## src/sv/sbsra_pkg.sv

```systemverilog
package sbsra_pkg;

  // Default buffer size seen by the host side.
  localparam int BUFFER_BYTES_DEFAULT = 64;

  // Depth of the job queue between the front and the back part.
  localparam int QUEUE_DEPTH = 4;

  // Input item kinds.
  localparam logic [1:0] KIND_CMD  = 2'd0;
  localparam logic [1:0] KIND_REQ  = 2'd1;
  localparam logic [1:0] KIND_DATA = 2'd2;

  // Output port select.
  localparam logic PORT_BUS  = 1'b0;
  localparam logic PORT_HOST = 1'b1;

  // Packet constants.
  localparam logic [7:0] SYNC_BYTE     = 8'hFF;
  localparam logic [7:0] REQ_PKT_LEN   = 8'd4;
  localparam logic [7:0] INST_READ     = 8'd2;
  localparam logic [7:0] REQ_SUM_BIAS  = 8'd6;
  localparam logic [7:0] HDR_LEN_BIAS  = 8'd2;
  localparam logic [7:0] STATUS_OK     = 8'h00;
  localparam logic [7:0] ERR_BYTE      = 8'h00;
  localparam logic [7:0] BAD_REPLY     = 8'hFF;

  // Jobs handed from the front part to the back part.
  typedef enum logic [2:0] {
    JOB_ERR,
    JOB_HDR,
    JOB_REQ,
    JOB_DATA,
    JOB_DATA_END
  } job_op_t;

  typedef struct packed {
    job_op_t    op;
    logic [7:0] b0;
    logic [7:0] b1;
    logic [7:0] b2;
    logic [7:0] b3;
  } job_t;

  // One result item.
  typedef struct packed {
    logic       port;
    logic [7:0] data;
    logic       err;
    logic       last;
  } res_t;

  // Index of the final byte of a job.
  function automatic logic [2:0] job_last_idx(job_op_t op);
    logic [2:0] n;
    case (op)
      JOB_HDR:      n = 3'd4;
      JOB_REQ:      n = 3'd7;
      JOB_DATA_END: n = 3'd1;
      default:      n = 3'd0;
    endcase
    return n;
  endfunction

  // Byte number idx of a job.
  function automatic res_t job_byte(job_t j, logic [2:0] idx);
    res_t r;
    r.port = PORT_HOST;
    r.data = ERR_BYTE;
    r.err  = 1'b0;
    r.last = (idx == job_last_idx(j.op));
    case (j.op)
      JOB_ERR: begin
        r.err = 1'b1;
      end
      JOB_HDR: begin
        case (idx)
          3'd0, 3'd1: r.data = SYNC_BYTE;
          3'd2:       r.data = j.b0;
          3'd3:       r.data = j.b1;
          default:    r.data = STATUS_OK;
        endcase
      end
      JOB_REQ: begin
        r.port = PORT_BUS;
        case (idx)
          3'd0, 3'd1: r.data = SYNC_BYTE;
          3'd2:       r.data = j.b0;
          3'd3:       r.data = REQ_PKT_LEN;
          3'd4:       r.data = INST_READ;
          3'd5:       r.data = j.b1;
          3'd6:       r.data = j.b2;
          default:    r.data = j.b3;
        endcase
      end
      JOB_DATA_END: begin
        r.data = (idx == 3'd0) ? j.b0 : j.b1;
      end
      default: begin
        r.data = j.b0;
      end
    endcase
    return r;
  endfunction

endpackage

```

## src/sv/sbsra_front.sv

```systemverilog
module sbsra_front #(
  parameter int BUFFER_BYTES = sbsra_pkg::BUFFER_BYTES_DEFAULT
) (
  input  logic              clk,
  input  logic              rst,
  input  logic              in_valid,
  output logic              in_ready,
  input  logic [1:0]        kind,
  input  logic [7:0]        host_id,
  input  logic [7:0]        start_address,
  input  logic [7:0]        read_length,
  input  logic [7:0]        param_count,
  input  logic [7:0]        target_id,
  input  logic              reply_ok,
  input  logic [7:0]        reply_byte,
  input  logic              q_full,
  output logic              push,
  output sbsra_pkg::job_t   push_job
);

  localparam logic [7:0] LIMIT = 8'(BUFFER_BYTES - 6);

  // Transfer state.
  logic [7:0] host_checksum, host_checksum_next;
  logic [7:0] address_in_use, address_in_use_next;
  logic [7:0] length_in_use, length_in_use_next;
  logic [7:0] bytes_remaining, bytes_remaining_next;
  logic       transfer_active, transfer_active_next;

  logic        in_fire;
  logic [7:0]  servos;
  logic [15:0] total;
  logic        bad_cmd;
  logic [7:0]  data_byte;
  logic [7:0]  sum_after;
  logic [7:0]  left_after;

  assign in_ready = !q_full;
  assign in_fire  = in_valid && in_ready;

  // Command checks: servo count wraps as a byte.
  assign servos  = param_count - 8'd2;
  assign total   = 16'(read_length) * 16'(servos);
  assign bad_cmd = (read_length == 8'd0) || (servos == 8'd0) ||
                   (read_length > LIMIT) || (total > 16'(LIMIT));

  // Reply byte handling.
  assign data_byte  = reply_ok ? reply_byte : sbsra_pkg::BAD_REPLY;
  assign sum_after  = host_checksum + data_byte;
  assign left_after = bytes_remaining - 8'd1;

  // Classify the item, update the transfer state and build the job.
  always_comb begin
    host_checksum_next   = host_checksum;
    address_in_use_next  = address_in_use;
    length_in_use_next   = length_in_use;
    bytes_remaining_next = bytes_remaining;
    transfer_active_next = transfer_active;
    push                 = 1'b0;
    push_job.op          = sbsra_pkg::JOB_DATA;
    push_job.b0          = data_byte;
    push_job.b1          = ~sum_after;
    push_job.b2          = length_in_use;
    push_job.b3          = ~(target_id + sbsra_pkg::REQ_SUM_BIAS +
                             address_in_use + length_in_use);
    if (in_fire) begin
      case (kind)
        sbsra_pkg::KIND_CMD: begin
          push                 = 1'b1;
          transfer_active_next = 1'b0;
          if (bad_cmd) begin
            bytes_remaining_next = 8'd0;
            push_job.op          = sbsra_pkg::JOB_ERR;
          end else begin
            address_in_use_next  = start_address;
            length_in_use_next   = read_length;
            bytes_remaining_next = total[7:0];
            host_checksum_next   = host_id + total[7:0] + sbsra_pkg::HDR_LEN_BIAS;
            transfer_active_next = 1'b1;
            push_job.op          = sbsra_pkg::JOB_HDR;
            push_job.b0          = host_id;
            push_job.b1          = total[7:0] + sbsra_pkg::HDR_LEN_BIAS;
          end
        end
        sbsra_pkg::KIND_REQ: begin
          push        = transfer_active;
          push_job.op = sbsra_pkg::JOB_REQ;
          push_job.b0 = target_id;
          push_job.b1 = address_in_use;
        end
        sbsra_pkg::KIND_DATA: begin
          if (transfer_active) begin
            push                 = 1'b1;
            host_checksum_next   = sum_after;
            bytes_remaining_next = left_after;
            if (left_after == 8'd0) begin
              transfer_active_next = 1'b0;
              push_job.op          = sbsra_pkg::JOB_DATA_END;
            end
          end
        end
        default: begin
          push = 1'b0;
        end
      endcase
    end
  end

  // State registers.
  always_ff @(posedge clk) begin
    if (rst) begin
      host_checksum   <= 8'd0;
      address_in_use  <= 8'd0;
      length_in_use   <= 8'd0;
      bytes_remaining <= 8'd0;
      transfer_active <= 1'b0;
    end else begin
      host_checksum   <= host_checksum_next;
      address_in_use  <= address_in_use_next;
      length_in_use   <= length_in_use_next;
      bytes_remaining <= bytes_remaining_next;
      transfer_active <= transfer_active_next;
    end
  end

endmodule

```

## src/sv/sbsra_queue.sv

```systemverilog
module sbsra_queue (
  input  logic            clk,
  input  logic            rst,
  input  logic            push,
  input  sbsra_pkg::job_t push_job,
  output logic            full,
  input  logic            pop,
  output logic            q_valid,
  output sbsra_pkg::job_t q_job
);

  localparam int DEPTH = sbsra_pkg::QUEUE_DEPTH;
  localparam int AW    = $clog2(DEPTH);

  sbsra_pkg::job_t slots [DEPTH];
  logic [AW-1:0]   wr_ptr;
  logic [AW-1:0]   rd_ptr;
  logic [AW:0]     count;

  assign full    = (count == (AW+1)'(DEPTH));
  assign q_valid = (count != '0);
  assign q_job   = slots[rd_ptr];

  // Job storage.
  always_ff @(posedge clk) begin
    if (push) begin
      slots[wr_ptr] <= push_job;
    end
  end

  // Pointers and fill count.
  always_ff @(posedge clk) begin
    if (rst) begin
      wr_ptr <= '0;
      rd_ptr <= '0;
      count  <= '0;
    end else begin
      if (push) begin
        wr_ptr <= (wr_ptr == AW'(DEPTH - 1)) ? '0 : wr_ptr + AW'(1);
      end
      if (pop) begin
        rd_ptr <= (rd_ptr == AW'(DEPTH - 1)) ? '0 : rd_ptr + AW'(1);
      end
      if (push && !pop) begin
        count <= count + (AW+1)'(1);
      end else if (pop && !push) begin
        count <= count - (AW+1)'(1);
      end
    end
  end

endmodule

```

## src/sv/sbsra_back.sv

```systemverilog
module sbsra_back (
  input  logic            clk,
  input  logic            rst,
  input  logic            q_valid,
  input  sbsra_pkg::job_t q_job,
  output logic            pop,
  output logic            out_valid,
  input  logic            out_ready,
  output logic            port,
  output logic [7:0]      out_byte,
  output logic            range_error,
  output logic            last
);

  sbsra_pkg::job_t cur;
  logic            cur_valid;
  logic [2:0]      idx;
  sbsra_pkg::res_t res;
  logic            out_load;
  logic            cur_done;

  assign res      = sbsra_pkg::job_byte(cur, idx);
  assign out_load = !out_valid || out_ready;
  assign cur_done = cur_valid && out_load && res.last;
  assign pop      = q_valid && (!cur_valid || cur_done);

  // Current job and byte counter.
  always_ff @(posedge clk) begin
    if (rst) begin
      cur_valid <= 1'b0;
      idx       <= 3'd0;
    end else if (!cur_valid || cur_done) begin
      cur_valid <= q_valid;
      idx       <= 3'd0;
    end else if (out_load) begin
      idx <= idx + 3'd1;
    end
  end

  always_ff @(posedge clk) begin
    if (pop) begin
      cur <= q_job;
    end
  end

  // Output register.
  always_ff @(posedge clk) begin
    if (rst) begin
      out_valid <= 1'b0;
    end else if (out_load) begin
      out_valid <= cur_valid;
    end
  end

  always_ff @(posedge clk) begin
    if (out_load && cur_valid) begin
      port        <= res.port;
      out_byte    <= res.data;
      range_error <= res.err;
      last        <= res.last;
    end
  end

  // A rejected command is always a single zero byte to the host.
  a_err_item: assert property (@(posedge clk) disable iff (rst)
    out_valid && range_error |-> last && (out_byte == 8'd0) && port)
    else $error("range error item is malformed");

  // The byte counter never runs past the end of the current job.
  a_idx_bound: assert property (@(posedge clk) disable iff (rst)
    cur_valid |-> idx <= sbsra_pkg::job_last_idx(cur.op))
    else $error("byte counter past end of job");

  // A job is only taken from the queue when one is there.
  a_pop_valid: assert property (@(posedge clk) disable iff (rst)
    pop |-> q_valid)
    else $error("pop from empty queue");

endmodule

```

## src/sv/servo_bus_sync_read_aggregator_top.sv

```systemverilog
// Sync-read bridge between a host and a servo bus. Items of kind 0 (host
// command), 1 (servo request) and 2 (servo reply byte) are taken at up to one
// per cycle while the four-entry job queue has room; each yields a host reply
// header, an 8-byte read request, a forwarded byte, or a range error. The
// output side sends one byte per cycle while out_ready is high, so the rate
// is set by the bytes of each item: 8 per servo request, 5 per header, 1 per
// reply byte (2 for the final one, which carries the host checksum). Items go
// through the job queue, the current-job register and the output register.
module servo_bus_sync_read_aggregator_top #(
  parameter int BUFFER_BYTES = sbsra_pkg::BUFFER_BYTES_DEFAULT
) (
  input  logic       clk,
  input  logic       rst,
  input  logic       in_valid,
  output logic       in_ready,
  input  logic [1:0] kind,
  input  logic [7:0] host_id,
  input  logic [7:0] start_address,
  input  logic [7:0] read_length,
  input  logic [7:0] param_count,
  input  logic [7:0] target_id,
  input  logic       reply_ok,
  input  logic [7:0] reply_byte,
  output logic       out_valid,
  input  logic       out_ready,
  output logic       port,
  output logic [7:0] out_byte,
  output logic       range_error,
  output logic       last
);

  logic            q_full;
  logic            push;
  sbsra_pkg::job_t push_job;
  logic            pop;
  logic            q_valid;
  sbsra_pkg::job_t q_job;

  sbsra_front #(
    .BUFFER_BYTES(BUFFER_BYTES)
  ) u_front (
    .clk          (clk),
    .rst          (rst),
    .in_valid     (in_valid),
    .in_ready     (in_ready),
    .kind         (kind),
    .host_id      (host_id),
    .start_address(start_address),
    .read_length  (read_length),
    .param_count  (param_count),
    .target_id    (target_id),
    .reply_ok     (reply_ok),
    .reply_byte   (reply_byte),
    .q_full       (q_full),
    .push         (push),
    .push_job     (push_job)
  );

  sbsra_queue u_queue (
    .clk     (clk),
    .rst     (rst),
    .push    (push),
    .push_job(push_job),
    .full    (q_full),
    .pop     (pop),
    .q_valid (q_valid),
    .q_job   (q_job)
  );

  sbsra_back u_back (
    .clk        (clk),
    .rst        (rst),
    .q_valid    (q_valid),
    .q_job      (q_job),
    .pop        (pop),
    .out_valid  (out_valid),
    .out_ready  (out_ready),
    .port       (port),
    .out_byte   (out_byte),
    .range_error(range_error),
    .last       (last)
  );

endmodule
```

## config.mk

```make
export PLATFORM = sky130hd
export DESIGN_NAME = servo_bus_sync_read_aggregator_top
export DESIGN_NICKNAME = d
export VERILOG_FILES = /design/src/sv/sbsra_pkg.sv /design/src/sv/sbsra_front.sv /design/src/sv/sbsra_queue.sv /design/src/sv/sbsra_back.sv /design/src/sv/servo_bus_sync_read_aggregator_top.sv
export SDC_FILE = /design/constraint.sdc
export NUM_CORES = 1
export LEC_CHECK = 0
export ABC_AREA = 1
export BUFFER_PORTS_ARGS = -buffer_cell sky130_fd_sc_hd__buf_4
export CAP_MARGIN = 20
export CORE_UTILIZATION = 62
export DETAILED_ROUTE_END_ITERATION = 8
export PLACE_DENSITY = 0.84
export SETUP_SLACK_MARGIN = 0.4
export SYNTH_ARGS = -nofsm -noshare
export SYNTH_HDL_FRONTEND = slang
export SYNTH_SLANG_ARGS = --single-unit
```

## constraint.sdc

```tcl
create_clock -name clk -period 7.8 [get_ports clk]
set_clock_uncertainty 0.05 [all_clocks]
set_input_delay 0.39 -clock clk [delete_from_list [all_inputs] [get_ports clk]]
set_output_delay 0.39 -clock clk [all_outputs]
set_load 0.02 [all_outputs]
```

### Word level (Yosys, flattened, before mapping)

Memory sizes are Yosys's and may differ from the RTL's. A register that Yosys moved wholly into a read port is not among the register bits.
Cells that the tools add are included.
Widths: inputs -> output; s select.

* bits in registers: 56
* bits of input ports: 55
* memory bits (writable): 140
* latch bits: 0
* ROM bits: 0
* memories: 1
* output and inout port bits: 13

Memories
* u_queue.slots: words 4, width 35, rd ports 1, clocked after Yosys merged registers in 1, write ports 1, line sbsra_queue.sv:15 `sbsra_pkg::job_t slots [DEPTH];`

* multiplexer cells: 34
* multiply operators: 1
* divide/modulo/power cells: 0
* reductions and logical operators: 31
* shift-type cells: 0
* $add $sub $neg: 14
* bitwise operators: 3
* eq/ne operators: 17
* $lt $le $gt $ge: 2

Operators with widths (number)
* $mux 8: 6
* $pmux 8 s6: 1
* $add 8x8->8: 4
* $pmux 16 s2: 1
* $pmux 8 s2: 2
* $pmux 8 s4: 1
* $logic_not 8->1: 3
* $pmux 8 s3: 1
* $mux 19: 1
* $pmux 3 s3: 2
* $add 8x2->8 const B: 2
* $gt 16x6->1 const B: 1
* $mul 8x8->16: 1
* $mux 16: 1
* $not 8->8: 2
* $eq 3x3->1 const B: 5
* $mux 3: 4
* $mux 1: 10
* $eq 3x2->1 const B: 3
* $add 8x3->8 const B: 1
* $gt 8x6->1 const B: 1
* $sub 8x1->8 const B: 1
* $sub 8x2->8 const B: 1
* $add 3x1->3 const B: 2
* other kinds (23): 45

### Depth between registers and ports, before layout

Gate-level depths: netlist of run 1.

* word-level depth: 9
* gate-level depth with buffers: 34
* gate-level depth less buffers: 32

### Modules after synthesis

A second synthesis of run 1 with hierarchy kept.

* cells, all modules: 1605
* area, all modules: 14237.4 sq um

By module, submodules not included
* sbsra_front: instances 1, cells each 963, area an instance 6125.9 sq um, sequential area each 660.6 sq um
* sbsra_queue: instances 1, cells each 398, area an instance 5637.9 sq um, sequential area each 4384.2 sq um
* sbsra_back: instances 1, cells each 244, area an instance 2473.6 sq um, sequential area each 1481.4 sq um

### Worst setup path after synthesis of run 1

OpenSTA, ideal clock, no wires.

* path type: input to register
* start: input port param_count[1]
* end: memory u_queue.slots[0][23] (netlist bit), data pin
* data required time: 7477 ps
* stages: 33
* buffers on the path: 2
* data arrival time: 5233 ps
* setup slack: 2244 ps
* path through: buf_2 inv_2 ha_1 inv_2 nor2_2 nand3_1 nand2_1 nand2_2 inv_1 nand2_1 fa_1 fa_1 inv_1 fa_1 inv_1 fa_1 inv_1 ha_1 nand2_1 nand2_1 a21oi_2 nand2_2 nand2_1 nand2_1 nand2_1 nand2_2 nor2_4 nand3_4 nand2_8 nand2_2 buf_6 nand2_1 o31ai_1

RTL lines
* from (decl): line servo_bus_sync_read_aggregator_top.sv:20 `input logic [7:0] param_count,`
* to (decl): line sbsra_queue.sv:15

==> flow_metrics.py, run 1 <==
metrics = {
    "timing": {
        "clock.fmax_mhz": 179,
        "hold_ws_ns": 0.0461,
        "period_needed_ns": 5.59,
        "final.period_utilization_pct": 71.7,
        "grt_setup_unrepaired": "false",
        "slew_viol_final": 0,
        "finalSetupTns_ns": 0,
        "setup_violations": 0,
        "slew_headroom_pct": 27.8,
        "hold_viol": 0,
        "tightest_slew_ns": 1.08,
    },
    "clock_tree": {
        "clock_sinks": 231,
        "cts_made_buffers": 24,
        "h-tree-depth": 1,
        "post_cts_resized": 0,
        "ctsHoldBuffers": 0,
        "post_cts_buffers": 0,
        "clock-root-buffer": "clkbuf_16",
        "clkTransAtPathRegs_ns": 0.06,
        "clkLatencyLatePin_ns": 0.51,
        "cts_tree": "done",
        "cts_buffer_depth": 3,
    },
    "power": {
        "p_leak_nw": 6.83,
        "p_sw_w": 0.00187,
        "powerDensity_mw_per_mm2": 319,
        "switching_share_pct": 37.8,
        "total_power_w": 0.00496,
        "vdd_drop_max_uv": 259,
        "p_comb_share_pct": 39.4,
        "internal_power_w": 0.00308,
        "pwr-share-clk_pct": 25.8,
        "pwr-share-seq_pct": 34.8,
    },
    "route": {
        "drc": 0,
        "wl_mm": 32.3,
        "vias": 10821,
        "detail_route.first_pass.iterations": 6,
        "final_antenna_net_count": 0,
        "vias_per_cell": 5.80,
        "drtIter0Drc": 938,
        "wl_per_cell_um": 17.3,
    },
    "critical_path": {
        "crit_required_ns": 7.99,
        "cp_num_buf_inv": 7,
        "startpoint": "param_count[1]",
        "critPathTopFamily": "adder cells",
        "cp-end-kind": "register",
        "timing.rr.start": "u_back.cur[33]$_DFFE_PP_",
        "cp_common_cell": "nand2_1",
        "cpPeakStageDelay_ns": 0.55,
        "critPathArrivalTime_ns": 5.78,
        "critPathLaunchType": "input port",
        "cp_max_fo": 12,
        "critPathSlowestCell": "fa_1",
        "path_class": "in -> reg",
    },
    "floorplanning": {
        "dieArea_mm2": 0.0230,
        "die_x_um": 152,
        "initial_core_util_pct": 63.4,
        "die_h_um": 152,
        "core_mm2": 0.0219,
        "io_pins": 68,
        "num_rows": 54,
    },
    "placed_design": {
        "hpwl_mm": 23.2,
        "dp.cells": 1822,
        "place.gp.congestion": 0.945,
        "io_buffers": 67,
    },
    "logic_synthesis": {
        "synth_nets": 1700,
        "synthAdderAreaFrac_pct": 14.5,
        "synth_cells": 1512,
        "yosys_warnings": 0,
        "syn_area_mm2": 0.0139,
        "yosys.area_share.simple_pct": 20.1,
        "synth_compound_area_share_pct": 9.61,
        "avgSynthCellArea_um2": 9.18,
        "synthFlopType": "edfxtp_1",
        "ys_ff_latch": 231,
        "async_flop_share_pct": 0,
        "synthMuxAreaShare_pct": 0,
        "synth_top_family_by_area": "simple AND/OR/NAND/NOR gates",
        "yosysUniqueCellTypes": 48,
        "synth_seq_area_share_pct": 46.7,
        "synth_edf_count": 186,
        "synth_xor_area_share_pct": 1.83,
    },
    "min_path": {
        "hold_path_startpoint": "start_address[0]",
        "hp-class": "in -> reg",
    },
    "run_status": {
        "status": "finished, final reports clean",
    },
    "grt": {
        "grt_pass1_vias": 10448,
        "grt_use_total_pct": 29.4,
        "grt_first_pass_wirelength_mm": 51.8,
        "antenna_found_initial": 0,
        "grt_max_degree": 74,
        "grt_overflow_total": 0,
    },
    "layout": {
        "multiInputGateArea_mm2": 0.00641,
        "syn2layout_area_growth_pct": 11.8,
        "layout-drive-gt1-share_pct": 12.0,
        "stdcell_count": 1867,
        "nets": 1757,
        "seqCellArea_mm2": 0.00649,
        "insertedDiodeCount": 0,
        "fill_cells": 1616,
        "fin_util_pct": 70.9,
    },
    "run": {
        "drv_cap": 0,
    },
}
-- synth_stat cells, types with 2 or more instances --
| master | n | area, µm² |
|---|---|---|
| nand2_1 | 274 | 1030 |
| inv_1 | 202 | 758 |
| nor2_1 | 198 | 743 |
| edfxtp_1 | 186 | 5590 |
| o21ai_0 | 109 | 546 |
| ha_1 | 86 | 1080 |
| a21oi_1 | 61 | 305 |
| nand3_1 | 55 | 275 |
| fa_1 | 47 | 941 |
| dfxtp_1 | 45 | 901 |
| o22ai_1 | 45 | 282 |
| clkbuf_1 | 33 | 124 |
| nand4_1 | 24 | 150 |
| nand2_2 | 16 | 100 |
| nor2_2 | 16 | 100 |
| xor2_1 | 16 | 140 |
| xnor2_1 | 13 | 114 |
| or2_2 | 7 | 43.8 |
| a211oi_1 | 6 | 45.0 |
| buf_2 | 6 | 30.0 |
| nor2_4 | 6 | 67.6 |
| a221oi_1 | 5 | 43.8 |
| buf_6 | 5 | 56.3 |
| nand3_2 | 5 | 50.1 |
| nor3_1 | 5 | 25.0 |
| inv_2 | 4 | 15.0 |
| clkinv_1 | 3 | 11.3 |
| nand3b_1 | 3 | 22.5 |
| o211ai_1 | 3 | 22.5 |
| o21ai_1 | 3 | 15.0 |
| o21bai_1 | 3 | 22.5 |
| a31oi_1 | 2 | 12.5 |
| nand2_4 | 2 | 22.5 |
| nand3_4 | 2 | 35.0 |
| o31ai_1 | 2 | 15.0 |
| or2_4 | 2 | 17.5 |
-- worst min-delay path: cells and delay by family --
kind          cells  cell delay, ns
buf+inv           1            0.08
simple gates      2            0.10
-- layout make-up --
type | instances | area share, %
sequential | 231 | 41.8
timing repair buffer | 77 | 3.80
inverter | 209 | 5.05
multi-input combinational | 1026 | 41.3
clock inverter | 17 | 1.68
clock buffer | 27 | 4.14
tap | 280 | 2.26
-- cells in the final DEF, fill, tap and decap left out, types with 6 or more instances in the layout --
master     count
ha_1          86
inv_1        202
nand4_1       24
buf_4         76
xnor2_1       13
clkbuf_16     25
nor2_1       194
nor2_4         8
edfxtp_1     186
nand2_2       16
dfxtp_1       44
nor2_2        18
or2_2          7
nand3_1       55
fa_1          47
xor2_1        16
a21oi_1       61
o21ai_0      109
a211oi_1       6
o22ai_1       45
bufinv_16      6
nand2_1      274
-- path summary, 6_finish.rpt --
check,slack [ns],endpoint,depth (start not counted)
worst max register to register,4.87,u_queue.count[1]$_SDFFE_PP0P_,13
worst min-delay path,0.05,u_front.address_in_use[0]$_SDFFE_PP0P_,3
worst max-delay path,2.21,u_queue.slots[3][26]$_DFFE_PP_,32
worst min register to register,0.43,u_front.host_checksum[3]$_SDFFE_PP0P_,2
-- flip-flops by register name, indices dropped and copies added, names as in the netlist, 2 cells and up --
register / flops
u_queue.count: 3
u_queue.slots: 140
u_front.host_checksum: 8
u_front.length_in_use: 8
u_back.idx: 3
u_front.address_in_use: 8
u_queue.rd_ptr: 2
u_back.cur: 35
u_back.out_byte: 8
u_queue.wr_ptr: 2
u_front.bytes_remaining: 8
-- logic make-up (layout without fill, tap and decap cells) --
kind of cell	count (synthesis)	in the layout
AOI/OAI and AO/OA	242	242
xor gates and xnor gates	29	29
adders and majority gates	133	133
buffers and inverters	255	330
DFF	231	231
and+or+nand+nor	622	622
-- metrics by stage --
stage	setup slack, ns	instance area [µm²]
floorplan	2.24	13900
global placement	1.90	14600
detailed placement	1.73	14600
CTS	2.23	15500
global route	1.82	15500
finish	2.21	15500
-- power groups by stage --
stage | Clock, W | Sequential, W | Combinational (W)
2_1_floorplan | 0 | 0.00175 | 0.00141
3_3_place_gp | 0 | 0.00175 | 0.00187
3_5_place_dp | 0 | 0.00175 | 0.00193
4_1_cts | 0.00129 | 0.00173 | 0.00194
5_1_grt | 0.00134 | 0.00175 | 0.00221
6_report | 0.00128 | 0.00173 | 0.00195
-- per-layer routing --
layer  GRT usage (%)  up-vias  part of all wire, %
met3            3.05       77                  6.3
met2            51.9      445                   51
met1            36.4     5153                   40
met4            12.7        0                  3.6
li1                -     5146                    -
met5               0        -                    0
(Power assumes the default switching activity.)
==> run 2: changes to the inputs <==
Settings changed: CORE_UTILIZATION 62 to 56, PLACE_DENSITY 0.84 to 0.81.
Clock period 7.8 ns to 5 ns, I/O delays scaled along.
==> run 2 against run 1 <==
Net effect:
- global-route usage down 2.5 points
- cell area rose by 8.0%
- sequential power rose by 55%
- largest power group unchanged
- critical endpoint is now u_queue.slots[2][22]$_DFFE_PP_
- worst setup slack worse by 1.9 ns
- critical path type unchanged
- combinational power rose by 97%
- register-to-register slack worse by 3.0 ns
- via count is 3.1% higher
- total power is 69% higher
- die area increased by 11%
- utilization fell by 1.9 points
==> flow_metrics.py, run 2 (same netlist as run 1, synthesis figures left out) <==
metrics = {
    "route": {
        "wl_mm": 34.6,
        "drc": 0,
        "drtIter0Drc": 933,
        "vias": 11157,
        "final_antenna_net_count": 0,
        "detail_route.first_pass.iterations": 5,
        "wl_per_cell_um": 17.4,
        "vias_per_cell": 5.61,
    },
    "run": {
        "drv_cap": 0,
    },
    "floorplanning": {
        "die_h_um": 159,
        "core_mm2": 0.0243,
        "io_pins": 68,
        "die_x_um": 159,
        "dieArea_mm2": 0.0254,
        "num_rows": 57,
        "initial_core_util_pct": 57.1,
    },
    "critical_path": {
        "critPathSlowestCell": "fa_1",
        "critPathArrivalTime_ns": 4.93,
        "critPathLaunchType": "input port",
        "cp_max_fo": 7,
        "r2r.worst_path.cells": 10,
        "path_class": "in -> reg",
        "reg2reg_slack_ns": 1.88,
        "r2r_end": "u_back.cur[3]$_DFFE_PP_",
        "cp-end-kind": "register",
        "cpPeakStageDelay_ns": 0.53,
        "cp_common_cell": "nand2_2",
        "timing.rr.start": "u_back.cur[33]$_DFFE_PP_",
        "crit_required_ns": 5.20,
    },
    "power": {
        "pwr-share-clk_pct": 21.8,
        "p_comb_share_pct": 46.0,
        "pwr-share-seq_pct": 32.2,
        "p_leak_nw": 7.25,
        "vdd_drop_max_uv": 311,
        "powerDensity_mw_per_mm2": 498,
        "internal_power_w": 0.00518,
        "total_power_w": 0.00836,
        "switching_share_pct": 38.1,
        "p_sw_w": 0.00319,
    },
    "clock_tree": {
        "cts_made_buffers": 25,
        "clock-root-buffer": "clkbuf_16",
        "h-tree-depth": 1,
        "cts_buffer_depth": 3,
        "cts_tree": "done",
        "clkTransAtPathRegs_ns": 0.06,
        "clock_sinks": 231,
        "clkLatencyLatePin_ns": 0.52,
    },
    "min_path": {
        "holdPathStages": 3,
        "hold-path-endpoint": "u_front.length_in_use[2]$_SDFFE_PP0P_",
        "hold_path_startpoint": "read_length[2]",
        "hp-class": "in -> reg",
    },
    "layout": {
        "nets": 1836,
        "layout-drive-gt1-share_pct": 20.4,
        "largest-register": "u_queue.slots",
        "largest_reg_flops": 140,
        "syn2layout_area_growth_pct": 20.9,
        "fin_util_pct": 69.0,
        "reg_top3": "u_queue.slots (140), u_back.cur (35)",
        "insertedDiodeCount": 0,
        "final_cell_mix": "nand2_1, inv_1, nor2_1, edfxtp_1, buf_4",
        "final_common_cell": "nand2_1",
    },
    "placed_design": {
        "hpwl_mm": 24.4,
        "place.gp.congestion": 0.961,
        "io_buffers": 67,
    },
    "grt": {
        "grt_first_pass_wirelength_mm": 53.8,
        "grt_max_degree": 73,
        "grt_use_total_pct": 26.8,
        "antenna_found_initial": 0,
        "grt_overflow_total": 0,
        "grt_pass1_vias": 10703,
    },
    "timing": {
        "period_needed_ns": 4.73,
        "final.period_utilization_pct": 94.6,
        "slew_headroom_pct": 36.2,
        "setup_violations": 0,
        "grt_setup_unrepaired": "true",
        "slew_viol_final": 0,
        "hold_viol": 0,
        "tightest_slew_ns": 0.955,
        "clock.fmax_mhz": 212,
    },
    "run_status": {
        "status": "finished, final reports clean",
    },
}
## run 2: cell type report
class	count	area (µm²)
clock inverters	13	166
flip-flops and latches	231	6490
well taps	324	405
repair buffers	152	1330
fillers	1759	7540
inverters	209	797
multi-input cells	1029	6950
clock buffers	30	644
## run 2: worst max-delay path by stage
stage / start / slack [ns] / depth (start not counted) / endpoint
after floorplan: param_count[1] / -0.005 / 33 / u_queue.slots[0][23]$_DFFE_PP_
after global placement: param_count[2] / -0.14 / 29 / u_queue.slots[3][25]$_DFFE_PP_
after detailed placement: param_count[1] / -0.23 / 29 / u_queue.slots[2][25]$_DFFE_PP_
after CTS: param_count[2] / 0.40 / 30 / u_front.address_in_use[6]$_SDFFE_PP0P_
after global routing: param_count[1] / 0.05 / 31 / u_front.address_in_use[2]$_SDFFE_PP0P_
final: param_count[1] / 0.27 / 32 / u_queue.slots[2][22]$_DFFE_PP_
## run 2: repair_timing
| action | in CTS | in global routing |
|---|---|---|
| setup buffers | 3 | 5 |
| hold buffers | 15 | 0 |
| setup endpoints to repair | 79 | 99 |
| pin swaps | 31 | 45 |
| cloned | 2 | 1 |
| gates resized for setup | 25 | 88 |
| endpoints found under the hold margin | 22 | 0 |
## run 2: critical path, delay by kind of cell
kind            cells  cell delay [ns]
compound gates      2             0.29
fa+ha+maj           6             2.41
buf+inv             7             0.41
simple gates       17             1.57
## run 2: through the flow
step	worst slack [ns]	area (µm²)	cells	hold slack, ns	setup TNS [ns]
5_1_grt	0.0465	16800	1988	0.0118	0
6_report	0.272	16800	1988	0.00606	0
3_3_place_gp	-0.139	15200	1913	0.405	-8.55
4_1_cts	0.402	16300	1977	0.00189	0
3_5_place_dp	-0.227	15200	1914	0.412	-17.24
2_1_floorplan	-0.00536	14000	1512	0.307	-0.0626
## run 2: power by group through the flow
stage                     Combinational, W  Sequential, W  Clock, W
after CTS                          0.00358        0.00269   0.00184
after global placement             0.00336        0.00272         0
after global routing               0.00423        0.00272   0.00192
final                              0.00385        0.00269   0.00183
after floorplan                    0.00230        0.00273         0
after detailed placement           0.00344        0.00273         0
## run 2: layer usage
layer	GRT usage, %	share of wire, %	up-vias
met3	3.13	6.9	81
li1	-	-	5311
met5	0	0	-
met1	33.4	39	5281
met4	11.1	3.5	0
met2	47.4	51	484
